`src/wheel_sync_pi_correction_assert.svh`:
```
// Assertion macros shared by the wheel synchronisation PI correction modules.
`ifndef WHEEL_SYNC_PI_CORRECTION_ASSERT_SVH
`define WHEEL_SYNC_PI_CORRECTION_ASSERT_SVH

`ifndef SYNTHESIS

// Same-cycle implication, checked on every rising edge outside reset.
`define WSPC_ASSERT_IMPL(label, clk, rst_n, ante, cons) \
  label: assert property (@(posedge clk) disable iff (!rst_n) (ante) |-> (cons)) \
    else $error("wspc: same-cycle check failed");

// Next-cycle implication, checked on every rising edge outside reset.
`define WSPC_ASSERT_NEXT(label, clk, rst_n, ante, cons) \
  label: assert property (@(posedge clk) disable iff (!rst_n) (ante) |=> (cons)) \
    else $error("wspc: next-cycle check failed");

`else

`define WSPC_ASSERT_IMPL(label, clk, rst_n, ante, cons)
`define WSPC_ASSERT_NEXT(label, clk, rst_n, ante, cons)

`endif

`endif

```
`src/wspc_pkg.sv`:
```
// Types and constants shared by the wheel synchronisation PI correction modules.
package wspc_pkg;

  // Field widths
  localparam int unsigned ERR_W  = 16;
  localparam int unsigned DUTY_W = 16;
  localparam int unsigned RUN_W  = 16;
  localparam int unsigned CFG_W  = 16;
  localparam int unsigned IDX_W  = 2;

  // Shared multiplier: signed 33 x signed 18
  localparam int unsigned MUL_A_W = 33;
  localparam int unsigned MUL_B_W = 18;
  localparam int unsigned MUL_P_W = MUL_A_W + MUL_B_W;

  // Limited integral for the duty product, and correction accumulator
  localparam int unsigned ICLIP_W = 34;
  localparam int unsigned ILO_W   = 17;
  localparam int unsigned ACC_W   = 66;
  localparam int unsigned FRAC_W  = 24;

  // 0.35 as an unsigned Q0.16 value
  localparam logic signed [MUL_A_W-1:0] K_035 = 33'sd22938;

  // Register reset values
  localparam logic [CFG_W-1:0] PWM_PERIOD_RST = 16'd1199;
  localparam logic [CFG_W-1:0] PROP_GAIN_RST  = 16'd256;
  localparam logic [CFG_W-1:0] INTEG_GAIN_RST = 16'd0;
  localparam logic [CFG_W-1:0] MAX_DUTY_RST   = 16'd1199;

  typedef enum logic [IDX_W-1:0] {
    CFG_PWM_PERIOD = 2'd0,
    CFG_PROP_GAIN  = 2'd1,
    CFG_INTEG_GAIN = 2'd2,
    CFG_MAX_DUTY   = 2'd3
  } cfg_idx_e;

  typedef struct packed {
    logic [CFG_W-1:0] pwm_period;
    logic [CFG_W-1:0] prop_gain;
    logic [CFG_W-1:0] integ_gain;
    logic [CFG_W-1:0] max_duty;
  } cfg_t;

  typedef enum logic [3:0] {
    ST_IDLE,
    ST_RUN,
    ST_INTEG,
    ST_GAIN,
    ST_ILO,
    ST_IHI,
    ST_SUM,
    ST_LEFT,
    ST_RIGHT,
    ST_OUT
  } state_e;

  typedef enum logic [2:0] {
    MUL_RUN_DIFF,
    MUL_PROP_ERR,
    MUL_GAIN_K,
    MUL_G_LO,
    MUL_G_HI
  } mul_sel_e;

  typedef struct packed {
    logic     load_in;
    mul_sel_e mul_sel;
    logic     upd_integ;
    logic     acc_init;
    logic     acc_add_lo;
    logic     acc_add_hi;
    logic     latch_g;
    logic     calc_left;
    logic     calc_right;
    logic     load_out;
  } cmd_t;

endpackage

```
`src/wspc_cfg.sv`:
```
// Configuration register bank of the wheel synchronisation PI correction.
module wspc_cfg
  import wspc_pkg::*;
(
  input  logic             clk_i,
  input  logic             rst_ni,
  input  logic             we_i,
  input  logic [IDX_W-1:0] idx_i,
  input  logic [CFG_W-1:0] data_i,
  output cfg_t             cfg_o
);

  cfg_t cfg_q, cfg_d;

  // Decode the register index of a write
  always_comb begin
    cfg_d = cfg_q;
    if (we_i) begin
      case (cfg_idx_e'(idx_i))
        CFG_PWM_PERIOD: cfg_d.pwm_period = data_i;
        CFG_PROP_GAIN:  cfg_d.prop_gain  = data_i;
        CFG_INTEG_GAIN: cfg_d.integ_gain = data_i;
        CFG_MAX_DUTY:   cfg_d.max_duty   = data_i;
        default:        cfg_d = cfg_q;
      endcase
    end
  end

  always_ff @(posedge clk_i or negedge rst_ni) begin
    if (!rst_ni) begin
      cfg_q.pwm_period <= PWM_PERIOD_RST;
      cfg_q.prop_gain  <= PROP_GAIN_RST;
      cfg_q.integ_gain <= INTEG_GAIN_RST;
      cfg_q.max_duty   <= MAX_DUTY_RST;
    end else begin
      cfg_q <= cfg_d;
    end
  end

  assign cfg_o = cfg_q;

endmodule

```
`src/wspc_ctrl.sv`:
```
// Sequencer that steps the PI correction datapath through one control tick.
`include "wheel_sync_pi_correction_assert.svh"

module wspc_ctrl
  import wspc_pkg::*;
(
  input  logic clk_i,
  input  logic rst_ni,
  input  logic in_valid_i,
  input  logic tick_due_i,
  input  logic out_busy_i,
  output logic in_ready_o,
  output cmd_t cmd_o
);

  state_e state_q, state_d;

  always_ff @(posedge clk_i or negedge rst_ni) begin
    if (!rst_ni) begin
      state_q <= ST_IDLE;
    end else begin
      state_q <= state_d;
    end
  end

  // Next state and datapath commands
  always_comb begin
    state_d    = state_q;
    in_ready_o = 1'b0;
    cmd_o      = '0;
    cmd_o.mul_sel = MUL_RUN_DIFF;
    case (state_q)
      ST_IDLE: begin
        in_ready_o = 1'b1;
        if (in_valid_i) begin
          cmd_o.load_in = 1'b1;
          if (tick_due_i) begin
            state_d = ST_RUN;
          end
        end
      end
      ST_RUN: begin
        cmd_o.mul_sel = MUL_RUN_DIFF;
        state_d = ST_INTEG;
      end
      ST_INTEG: begin
        cmd_o.upd_integ = 1'b1;
        cmd_o.mul_sel   = MUL_PROP_ERR;
        state_d = ST_GAIN;
      end
      ST_GAIN: begin
        cmd_o.acc_init = 1'b1;
        cmd_o.mul_sel  = MUL_GAIN_K;
        state_d = ST_ILO;
      end
      ST_ILO: begin
        cmd_o.latch_g = 1'b1;
        cmd_o.mul_sel = MUL_G_LO;
        state_d = ST_IHI;
      end
      ST_IHI: begin
        cmd_o.acc_add_lo = 1'b1;
        cmd_o.mul_sel    = MUL_G_HI;
        state_d = ST_SUM;
      end
      ST_SUM: begin
        cmd_o.acc_add_hi = 1'b1;
        state_d = ST_LEFT;
      end
      ST_LEFT: begin
        cmd_o.calc_left = 1'b1;
        state_d = ST_RIGHT;
      end
      ST_RIGHT: begin
        cmd_o.calc_right = 1'b1;
        state_d = ST_OUT;
      end
      ST_OUT: begin
        if (!out_busy_i) begin
          cmd_o.load_out = 1'b1;
          state_d = ST_IDLE;
        end
      end
      default: begin
        state_d = ST_IDLE;
      end
    endcase
  end

  // An accepted word with a tick due starts the sequence
  `WSPC_ASSERT_NEXT(a_tick_starts, clk_i, rst_ni, in_valid_i && in_ready_o && tick_due_i, state_q == ST_RUN)
  // A word without a tick due leaves the sequencer idle
  `WSPC_ASSERT_NEXT(a_no_tick_idle, clk_i, rst_ni, in_valid_i && in_ready_o && !tick_due_i, state_q == ST_IDLE)
  // A result is never loaded over one that is still waiting
  `WSPC_ASSERT_IMPL(a_load_free, clk_i, rst_ni, cmd_o.load_out, !out_busy_i)

endmodule

```
`src/wspc_datapath.sv`:
```
// Datapath: integral and run count update, shared multiplier, duty clamp, output register.
`include "wheel_sync_pi_correction_assert.svh"

module wspc_datapath
  import wspc_pkg::*;
#(
  parameter int unsigned INTEGRAL_WIDTH = 32
) (
  input  logic                  clk_i,
  input  logic                  rst_ni,
  input  cfg_t                  cfg_i,
  input  cmd_t                  cmd_i,
  input  logic [2*ERR_W-1:0]    in_data_i,
  input  logic                  out_ready_i,
  output logic                  out_busy_o,
  output logic                  out_valid_o,
  output logic [2*DUTY_W-1:0]   out_data_o
);

  localparam int unsigned IW    = INTEGRAL_WIDTH;
  localparam int unsigned SUM_W = ((IW > 33) ? IW : 33) + 1;
  localparam int unsigned EXT_W = (IW > ICLIP_W) ? IW : ICLIP_W;

  localparam logic signed [SUM_W-1:0] I_MAX = (SUM_W'(1) <<< (IW - 1)) - SUM_W'(1);
  localparam logic signed [SUM_W-1:0] I_MIN = ~I_MAX;
  localparam logic signed [EXT_W-1:0] CLIP_POS = EXT_W'(34'sd4294967296);
  localparam logic signed [EXT_W-1:0] CLIP_NEG = -CLIP_POS;
  localparam logic signed [ACC_W-1:0] ONE_Q24 = ACC_W'(1) <<< FRAC_W;

  logic signed [ERR_W-1:0]   now_q, before_q;
  logic signed [IW-1:0]      integ_q, integ_d;
  logic [RUN_W-1:0]          run_q, run_d;
  logic signed [MUL_P_W-1:0] prod_q;
  logic signed [MUL_A_W-1:0] g_q;
  logic signed [ACC_W-1:0]   acc_q, acc_d;
  logic [DUTY_W-1:0]         left_q, right_q;
  logic                      out_valid_q, out_valid_d;
  logic [2*DUTY_W-1:0]       out_data_q;

  logic [ERR_W:0]            abs_now, abs_before;
  logic                      grow;
  logic signed [ERR_W:0]     diff;
  logic signed [SUM_W-1:0]   integ_ext, integ_sum;
  logic signed [EXT_W-1:0]   integ_x;
  logic signed [ICLIP_W-1:0] iclip;
  logic signed [MUL_A_W-1:0] mul_a;
  logic signed [MUL_B_W-1:0] mul_b;
  logic signed [MUL_P_W-1:0] mul_p;
  logic signed [ACC_W-1:0]   p_ext, half, top, duty_sum;
  logic [DUTY_W-1:0]         duty;

  // Input word capture
  always_ff @(posedge clk_i) begin
    if (cmd_i.load_in) begin
      now_q    <= in_data_i[ERR_W-1:0];
      before_q <= in_data_i[2*ERR_W-1:ERR_W];
    end
  end

  // Magnitude comparison and error change
  assign abs_now    = now_q[ERR_W-1] ? ((ERR_W+1)'(0) - {1'b1, now_q})
                                     : {1'b0, now_q};
  assign abs_before = before_q[ERR_W-1] ? ((ERR_W+1)'(0) - {1'b1, before_q})
                                        : {1'b0, before_q};
  assign grow = (abs_now >= abs_before);
  assign diff = (ERR_W+1)'(before_q) - (ERR_W+1)'(now_q);

  // Integral update with saturation to the signed integral range
  assign integ_ext = SUM_W'(integ_q);
  always_comb begin
    if (grow) begin
      integ_sum = integ_ext + SUM_W'(now_q);
    end else begin
      integ_sum = integ_ext - SUM_W'($signed(prod_q[MUL_A_W-1:0]));
    end
    if (integ_sum > I_MAX) begin
      integ_d = I_MAX[IW-1:0];
    end else if (integ_sum < I_MIN) begin
      integ_d = I_MIN[IW-1:0];
    end else begin
      integ_d = integ_sum[IW-1:0];
    end
    if (!grow) begin
      run_d = '0;
    end else if (run_q == {RUN_W{1'b1}}) begin
      run_d = run_q;
    end else begin
      run_d = run_q + RUN_W'(1);
    end
  end

  always_ff @(posedge clk_i or negedge rst_ni) begin
    if (!rst_ni) begin
      integ_q <= '0;
      run_q   <= '0;
    end else if (cmd_i.upd_integ) begin
      integ_q <= integ_d;
      run_q   <= run_d;
    end
  end

  // Integral limited for the duty product
  assign integ_x = EXT_W'(integ_q);
  always_comb begin
    if (integ_x > CLIP_POS) begin
      iclip = CLIP_POS[ICLIP_W-1:0];
    end else if (integ_x < CLIP_NEG) begin
      iclip = CLIP_NEG[ICLIP_W-1:0];
    end else begin
      iclip = integ_x[ICLIP_W-1:0];
    end
  end

  // Shared multiplier operand selection
  always_comb begin
    case (cmd_i.mul_sel)
      MUL_RUN_DIFF: begin
        mul_a = MUL_A_W'(diff);
        mul_b = {2'b00, run_q};
      end
      MUL_PROP_ERR: begin
        mul_a = MUL_A_W'(now_q);
        mul_b = {2'b00, cfg_i.prop_gain};
      end
      MUL_GAIN_K: begin
        mul_a = K_035;
        mul_b = {2'b00, cfg_i.integ_gain};
      end
      MUL_G_LO: begin
        mul_a = prod_q[MUL_A_W-1:0];
        mul_b = {1'b0, iclip[ILO_W-1:0]};
      end
      MUL_G_HI: begin
        mul_a = g_q;
        mul_b = {iclip[ICLIP_W-1], iclip[ICLIP_W-1:ILO_W]};
      end
      default: begin
        mul_a = '0;
        mul_b = '0;
      end
    endcase
  end

  assign mul_p = mul_a * mul_b;

  always_ff @(posedge clk_i) begin
    prod_q <= mul_p;
    if (cmd_i.latch_g) begin
      g_q <= prod_q[MUL_A_W-1:0];
    end
  end

  // Correction accumulator: P term, then the two halves of the I term
  assign p_ext = ACC_W'(prod_q);
  always_comb begin
    acc_d = acc_q;
    if (cmd_i.acc_init) begin
      acc_d = p_ext <<< 15;
    end else if (cmd_i.acc_add_lo) begin
      acc_d = acc_q + p_ext;
    end else if (cmd_i.acc_add_hi) begin
      acc_d = acc_q + (p_ext <<< ILO_W);
    end
  end

  always_ff @(posedge clk_i) begin
    acc_q <= acc_d;
  end

  // Duty formation and clamp, one wheel per cycle
  assign half = ACC_W'({cfg_i.pwm_period, 23'b0});
  assign top  = ACC_W'({cfg_i.max_duty, {FRAC_W{1'b0}}});
  assign duty_sum = cmd_i.calc_right ? (half + acc_q) : (half - acc_q);

  always_comb begin
    if (duty_sum > top) begin
      duty = (cfg_i.max_duty == '0) ? DUTY_W'(1) : cfg_i.max_duty;
    end else if (duty_sum < ONE_Q24) begin
      duty = DUTY_W'(1);
    end else begin
      duty = duty_sum[FRAC_W+DUTY_W-1:FRAC_W];
    end
  end

  always_ff @(posedge clk_i) begin
    if (cmd_i.calc_left) begin
      left_q <= duty;
    end
    if (cmd_i.calc_right) begin
      right_q <= duty;
    end
  end

  // Output register
  always_comb begin
    out_valid_d = out_valid_q;
    if (cmd_i.load_out) begin
      out_valid_d = 1'b1;
    end else if (out_ready_i) begin
      out_valid_d = 1'b0;
    end
  end

  always_ff @(posedge clk_i or negedge rst_ni) begin
    if (!rst_ni) begin
      out_valid_q <= 1'b0;
    end else begin
      out_valid_q <= out_valid_d;
    end
  end

  always_ff @(posedge clk_i) begin
    if (cmd_i.load_out) begin
      out_data_q <= {right_q, left_q};
    end
  end

  assign out_busy_o  = out_valid_q && !out_ready_i;
  assign out_valid_o = out_valid_q;
  assign out_data_o  = out_data_q;

  // A shrinking error clears the run count
  `WSPC_ASSERT_NEXT(a_run_cleared, clk_i, rst_ni, cmd_i.upd_integ && !grow, run_q == '0)
  // Offered duties never fall below one
  `WSPC_ASSERT_IMPL(a_duty_nonzero, clk_i, rst_ni, out_valid_q, (out_data_q[DUTY_W-1:0] != '0) && (out_data_q[2*DUTY_W-1:DUTY_W] != '0))
  // A loaded result is offered in the next cycle
  `WSPC_ASSERT_NEXT(a_load_offers, clk_i, rst_ni, cmd_i.load_out, out_valid_q)

endmodule

```
`src/wheel_sync_pi_correction.sv`:
```
// Top level of the wheel synchronisation PI correction for a differential drive.

// Each input word carries a tick flag and the current and previous encoder
// differences. A word without a tick due is taken and gives no result. A word
// with a tick due updates the error integral and run count and yields one word
// holding both PWM compare values. The single shared 33 x 18 bit multiplier
// forms, in turn, the run correction, the P term, the gain product and the two
// halves of the I term. The sequencer then adds the last partial product,
// clamps the duty of each wheel in turn and loads the output register; only
// then does it return to idle and take the next word. The result sits in an
// output register, so the next input word is accepted while it waits to be
// taken. The sequencer only stalls before loading a new result while the
// previous one is still waiting. Configuration writes take effect on the next
// clock edge.
module wheel_sync_pi_correction
  import wspc_pkg::*;
#(
  parameter int unsigned INTEGRAL_WIDTH = 32
) (
  input  logic                clk_i,
  input  logic                rst_ni,
  // Configuration write port
  input  logic                cfg_we_i,
  input  logic [IDX_W-1:0]    cfg_idx_i,
  input  logic [CFG_W-1:0]    cfg_data_i,
  // Input stream
  input  logic                s_axis_tvalid,
  output logic                s_axis_tready,
  input  logic [2*ERR_W-1:0]  s_axis_tdata,   // [15:0] error_now, [31:16] error_before
  input  logic                s_axis_tuser,   // [0] tick_due
  // Output stream
  output logic                m_axis_tvalid,
  input  logic                m_axis_tready,
  output logic [2*DUTY_W-1:0] m_axis_tdata    // [15:0] duty_left, [31:16] duty_right
);

  cfg_t cfg;
  cmd_t cmd;
  logic out_busy;

  wspc_cfg u_cfg (
    .clk_i  (clk_i),
    .rst_ni (rst_ni),
    .we_i   (cfg_we_i),
    .idx_i  (cfg_idx_i),
    .data_i (cfg_data_i),
    .cfg_o  (cfg)
  );

  wspc_ctrl u_ctrl (
    .clk_i      (clk_i),
    .rst_ni     (rst_ni),
    .in_valid_i (s_axis_tvalid),
    .tick_due_i (s_axis_tuser),
    .out_busy_i (out_busy),
    .in_ready_o (s_axis_tready),
    .cmd_o      (cmd)
  );

  wspc_datapath #(
    .INTEGRAL_WIDTH (INTEGRAL_WIDTH)
  ) u_datapath (
    .clk_i       (clk_i),
    .rst_ni      (rst_ni),
    .cfg_i       (cfg),
    .cmd_i       (cmd),
    .in_data_i   (s_axis_tdata),
    .out_ready_i (m_axis_tready),
    .out_busy_o  (out_busy),
    .out_valid_o (m_axis_tvalid),
    .out_data_o  (m_axis_tdata)
  );

endmodule

```
`config.mk`:
```
export PLATFORM = sky130hd
export DESIGN_NAME = wheel_sync_pi_correction
export DESIGN_NICKNAME = d
export VERILOG_FILES = /design/src/wspc_pkg.sv /design/src/wspc_cfg.sv /design/src/wspc_ctrl.sv /design/src/wspc_datapath.sv /design/src/wheel_sync_pi_correction.sv
export VERILOG_INCLUDE_DIRS = /design/src /design/src/src
export SDC_FILE = /design/constraint.sdc
export NUM_CORES = 2
export LEC_CHECK = 0
export ABC_CLOCK_PERIOD_IN_PS = 9420
export BUFFER_PORTS_ARGS = -buffer_cell sky130_fd_sc_hd__buf_4
export CORE_MARGIN = 8
export CORE_UTILIZATION = 40
export DETAILED_ROUTE_END_ITERATION = 10
export HOLD_SLACK_MARGIN = 0.1
export SETUP_SLACK_MARGIN = 0.2
export SLEW_MARGIN = 20
export SYNTH_ARGS = -nofsm -noshare
export SYNTH_HDL_FRONTEND = slang
export SYNTH_SLANG_ARGS = --single-unit
```
`constraint.sdc`:
```
create_clock -name clk_i -period 9.42 [get_ports clk_i]
set_clock_uncertainty 0.05 [all_clocks]
set_input_delay 0 -clock clk_i [delete_from_list [all_inputs] [get_ports clk_i]]
set_output_delay 0 -clock clk_i [all_outputs]
set_load 0.005 [all_outputs]
```
Word-level counts from Yosys, hierarchy flattened

Cells that the tools add are included.

Output and inout port bits: 34
Input port bits: 56
Word-level logic and storage cells: 108
Flip-flop bits (word level): 363

Eq/ne operators: 21
$add $sub $neg: 10
Multiply operators: 1
$lt $le $gt $ge: 7
Mux-type cells: 37
Reductions and logical operators: 15

Operators with widths:

| cell                                                                    | count |
|---|---|
| 66-bit 2-to-1 mux                                                       | 4 |
| 33-bit one-hot mux with 5 select lines                                  | 1 |
| 34-bit 2-to-1 mux                                                       | 3 |
| 18-bit one-hot mux with 5 select lines                                  | 1 |
| 16-bit 2-to-1 mux                                                       | 5 |
| 40-bit by 66-bit adder with 66-bit output                               | 1 |
| 66-bit by 51-bit adder with 66-bit output                               | 1 |
| 66-bit adder                                                            | 1 |
| 66-bit by 41-bit > comparator with 1-bit output                         | 1 |
| 66-bit by 26-bit < comparator with 1-bit output (second input constant) | 1 |
| 40-bit by 66-bit subtractor with 66-bit output                          | 1 |
| 32-bit 2-to-1 mux                                                       | 2 |
| 33-bit by 18-bit multiplier with 51-bit output                          | 1 |
| 4-bit one-hot mux with 10 select lines                                  | 1 |
| 32-bit by 34-bit > comparator with 1-bit output (second input constant) | 1 |
| 34-bit by 32-bit > comparator with 1-bit output (second input constant) | 1 |
| 34-bit by 32-bit < comparator with 1-bit output (second input constant) | 1 |
| 17-bit 2-to-1 mux                                                       | 2 |
| 1-bit by 17-bit subtractor with 17-bit output (first input constant)    | 2 |
| 32-bit by 33-bit subtractor with 34-bit output                          | 1 |
| 32-bit by 16-bit adder with 33-bit output                               | 1 |
| 32-bit by 33-bit < comparator with 1-bit output (second input constant) | 1 |
| 17-bit >= comparator                                                    | 1 |
| 16-bit by 16-bit subtractor with 17-bit output                          | 1 |
| 25 further kinds                                                        | 55 |

Logic depth before layout (Yosys ltp)

Depth in word-level cells: 7
Gate-level depth with buffers: 42
Gate-level depth less buffers: 40

Modules after synthesis

Synthesis repeated with hierarchy kept, for this count alone.

Cells, all modules: 5,684
Area, all modules: 49,612.6 µm²

Modules (own cells, without submodules):

| module        | cells an instance | times used | area each (µm²) |
|---|---|---|---|
| wspc_datapath | 5,510             | 1          | 46,841.2 |
| wspc_cfg      | 136               | 1          | 2,429.8 |
| wspc_ctrl     | 38                | 1          | 341.6 |

Worst setup path after synthesis

No wires, ideal clock.

Kind: reg-to-reg
Start point: reg u_datapath.now_q[0]
End point: reg u_datapath.prod_q[50]
Path buffers: 2
Arrival: 9,157 ps
Stages on the path, launching flop included: 40
Library setup time: 72 ps
Clock period less this slack: 9,279 ps
Path slack: 141 ps
Path through: edfxtp_1 ha_1 fa_1 nor2b_1 o21ai_0 a21oi_1 o21ai_0 a21boi_0 o2111ai_1 a31oi_1 nand2b_1 a41oi_1 o22ai_1 clkbuf_1 a221oi_1 nor2_1 fa_1 inv_1 [... 4 more ...] fa_1 inv_1 fa_1 inv_1 ha_1 clkbuf_1 a21o_1 a21o_1 a21oi_1 o21ai_0 nand3b_1 a211o_1 a21o_1 a21bo_2 a21oi_1 o31ai_1 a21oi_1 xnor2_1

Cells in the longest elaborated chain, start to end: 3

RTL lines:

| element                                          | line                 | RTL |
|---|---|---|
| start: declaration                               | wspc_datapath.sv:30  | `logic signed [ERR_W-1:0] now_q, before_q;` |
| start signal: assignment                         | wspc_datapath.sv:55  | `now_q <= in_data_i[ERR_W-1:0];` |
| 16-bit by 16-bit subtractor with 17-bit output   | wspc_datapath.sv:66  | `assign diff = (ERR_W+1)'(before_q) - (ERR_W+1)'(now_q);` |
| 33-bit one-hot mux with 5 select lines *         | wspc_datapath.sv:116 | `case (cmd_i.mul_sel)` |
| 33-bit by 18-bit multiplier with 51-bit output * | wspc_datapath.sv:144 | `assign mul_p = mul_a * mul_b;` |
| net u_datapath.mul_p[50]                         | wspc_datapath.sv:48  | `logic signed [MUL_P_W-1:0] mul_p;` |
| end signal: assignment                           | wspc_datapath.sv:147 | `prod_q <= mul_p;` |
| end: declaration                                 | wspc_datapath.sv:33  | `logic signed [MUL_P_W-1:0] prod_q;` |

Mark *: on every way through the listed nets, which the timed path passes. The rest lies on a longest branch.
A chain may end at the register's enable or synchronous reset.

Final worst setup path

Start point: reg u_datapath.now_q[0]
End point: reg u_datapath.prod_q[46]

Same word-level chain as after synthesis.

==> impl_metrics.py <==
metrics = {
    "sta": {
        "worst_pin_slew_ns": 1.11,
        "max-slew-margin-rel_pct": 25.7,
        "slew_viol_final": 0,
        "setup_viol": 0,
        "fmax_mhz": 112,
        "rsz0062_at_grt": "yes",
        "post-route-period-util_pct": 94.6,
        "min_period_ns": 8.91,
        "hold_viol": 0,
    },
    "cells_and_area": {
        "stdcell_area_um2": 56300,
        "area_delta_synth_final_pct": 13.7,
        "fin_nets": 6968,
        "fillers": 12002,
        "drive_above_1_share_pct": 10.9,
    },
    "routing": {
        "dr.pass1.iters": 6,
        "num_vias": 43259,
        "initialDrtViolationCount": 4142,
        "wl_um": 171000,
        "wire_per_inst_um": 22.4,
        "routed_via_density": 5.67,
        "drc": 0,
        "antenna_left": 0,
    },
    "die": {
        "die_h_um": 368,
        "core-area_um2": 123000,
        "initial_core_util_pct": 40.2,
        "die-area_um2": 135000,
        "row_count": 129,
        "die_width_um": 368,
        "io_pins": 90,
    },
    "logic_synthesis": {
        "synth_seq_area_share_pct": 19.5,
        "async_reset_ff_share_pct": 32.2,
        "netlist_top_cells_area": "fa_1 23%, edfxtp_1 11%, ha_1 9.7%, inv_1 6.5%, dfrtp_1 5.2%",
        "synth_top_family_by_area": "adder cells",
        "synthTopCellsByCount": "859 x inv_1, 583 x nand2_1, 575 x fa_1",
        "synth_top_area_share_pct": 23.2,
        "synth_adder_area_share_pct": 33.0,
        "netlist_area_um2": 49500,
        "synth_ff_type": "edfxtp_1",
        "synth_top_cell_by_area": "fa_1",
        "synth_area_per_cell_um2": 8.61,
        "synth_enable_flop_cells": 180,
        "synth_mux_area_share_pct": 1.78,
        "yosysMostFrequentCell": "inv_1",
        "synth-simple-area-share_pct": 16.1,
        "synth_warnings": 0,
        "synth_xor_area_share_pct": 4.83,
        "synth_cell_types": 96,
        "ys_ff_latch": 363,
        "synth_compound_area_share_pct": 16.4,
        "netlist_instances": 5750,
        "synth_fp_nets": 6766,
    },
    "grt": {
        "grtUsageTotal_pct": 24.3,
        "grt_overflow": 0,
        "grt_max_degree": 60,
        "grt_pass1_wl_um": 259000,
        "grt_pass1_vias": 42621,
        "antenna_found_initial": 7,
    },
    "setup_path": {
        "cp_data_arrival_time_ns": 9.32,
        "critPathTopFamily": "adder cells",
        "slowest_delay_ns": 0.56,
        "crit_required_ns": 9.83,
        "path_class": "reg -> reg",
        "cp-start-kind": "register",
        "worstSetupEndpointType": "register",
        "cp_max_fo": 17,
        "cpMaxStageDelayCell": "fa_1",
        "crit_top_cell": "fa_1",
        "crit_buf_inv": 8,
    },
    "placement": {
        "gp_congestion": 0.966,
        "port_buffers": 89,
        "dpl_cell_area_um2": 52900,
        "hpwl_um": 137000,
    },
    "clock_network": {
        "numCtsBuffers": 45,
        "cts_buffer_depth": 3,
        "clk_pin_slew_ns": 0.06,
        "clkLatencyLatePin_ns": 0.61,
        "clock_sinks": 363,
        "htree_levels": 2,
        "clockRootBuffer": "clkbuf_16",
        "cts_tree": "yes",
    },
    "job": {
        "cap_violations": 0,
    },
    "status": {
        "status": "completed",
    },
    "worst_hold_path": {
        "hold_class": "in -> reg",
    },
}
worst paths after layout:
path	startpoint	to	slack, ns	depth (start not counted)
max	u_datapath.now_q[0]$_DFFE_PP_	u_datapath.prod_q[46]$_DFF_P_	0.51	37
min	s_axis_tdata[5]	u_datapath.now_q[5]$_DFFE_PP_	0.13	2
min reg2reg	u_datapath.right_q[8]$_DFFE_PP_	u_datapath.out_data_o[24]$_DFFE_PP_	0.37	0
max in group asynchronous	rst_ni	u_ctrl.state_q[0]$_DFFE_PN0P_	8.09	4
max reg2reg	u_datapath.now_q[0]$_DFFE_PP_	u_datapath.prod_q[46]$_DFF_P_	0.51	37
min in group asynchronous	rst_ni	u_datapath.integ_q[23]$_DFFE_PN0P_	0.47	4
area by class of cell:
| class | count | area, um2 | share of cell area, % |
|---|---|---|---|
| clock buffer | 60 | 1300 | 2.30 |
| inverter | 860 | 3230 | 5.74 |
| sequential | 363 | 9670 | 17.2 |
| tap | 1637 | 2050 | 3.64 |
| clock inverter | 22 | 269 | 0.478 |
| timing repair buffer | 400 | 3370 | 5.99 |
| antenna | 3 | 7.51 | 0.0133 |
| multi-input combinational | 4282 | 36400 | 64.7 |
state kept, by name, summed over array words and instances, names as in the netlist, named ones only:
| signal | cells |
|---|---|
| u_datapath.out_data_o | 32 |
| u_ctrl.state_q | 4 |
| u_datapath.integ_q | 32 |
| u_datapath.prod_q | 51 |
| u_datapath.left_q | 16 |
| u_cfg.cfg_o | 64 |
| u_datapath.acc_q | 51 |
| u_datapath.out_valid_o | 1 |
| u_datapath.now_q | 16 |
| u_datapath.before_q | 16 |
| u_datapath.right_q | 16 |
| u_datapath.run_q | 16 |
| u_datapath.g_q | 33 |
cell families (layout without fill, tap and decap cells):
| kind of cell | count (synthesis) | after routing |
|---|---|---|
| XOR/XNOR | 273 | 273 |
| adder cells (fa/ha/maj) | 960 | 960 |
| AND/OR/NAND/NOR | 1737 | 1737 |
| other | 2 | 5 |
| multiplexers | 79 | 79 |
| buffers and inverters | 1106 | 1342 |
| AO/OA/AOI/OAI | 1230 | 1231 |
| flip-flops | 363 | 363 |
cell usage in the layout, fill, tap and decap left out, types with 41 or more instances in the layout:
cell | netlist | layout
dfxtp_1 | 66 | 66
nand3_1 | 105 | 104
nor2_1 | 571 | 567
a21o_1 | 154 | 153
ha_1 | 385 | 372
dlygate4sd3_1 | 0 | 82
clkbuf_16 | 0 | 49
nand2_1 | 583 | 581
o21ai_0 | 196 | 184
a211oi_1 | 65 | 60
a22oi_1 | 43 | 43
edfxtp_1 | 180 | 180
a31oi_1 | 45 | 43
nand4_1 | 60 | 60
nand2b_1 | 65 | 64
o21a_1 | 46 | 45
nor2b_1 | 44 | 41
nor3_1 | 86 | 83
inv_1 | 859 | 849
mux2_2 | 70 | 70
a21oi_1 | 359 | 345
dfrtp_1 | 102 | 102
fa_1 | 575 | 566
buf_4 | 0 | 293
and3_1 | 45 | 44
xnor2_1 | 163 | 159
xor2_1 | 110 | 109
layer usage:
layer	up-vias	part of all wire [%]	global-route usage [%]
li1	19764	-	-
met1	21466	44	34.4
met2	1754	45	38.3
met3	275	8.5	3.66
met4	0	3.2	7.34
met5	-	0	0
what timing repair did:
| action | in CTS | in global routing |
|---|---|---|
| cloned | 1 | 3 |
| buffers inserted | 3 | 37 |
| setup endpoints to repair | 12 | 18 |
| hold buffers | 83 | 0 |
| gates resized for setup | 15 | 122 |
| endpoints found under the hold margin | 197 | 0 |
| pin swaps | 2 | 73 |
per-stage QoR:
stage,setup TNS (ns),setup slack (ns),util (%),hold WS [ns],instances
2_1_floorplan,0,0.240,-,-0.346,5750
3_3_place_gp,-0.355,-0.147,42.9,-0.0171,7415
3_5_place_dp,-0.663,-0.163,42.9,-0.0205,7415
4_1_cts,0,0.180,45.0,0.128,7584
5_1_grt,0,0.105,45.7,0.136,7626
6_report,0,0.507,45.7,0.132,7627
Power is not shown: default switching activity piles up to over one toggle a cycle in this logic, so the estimate is an artifact.
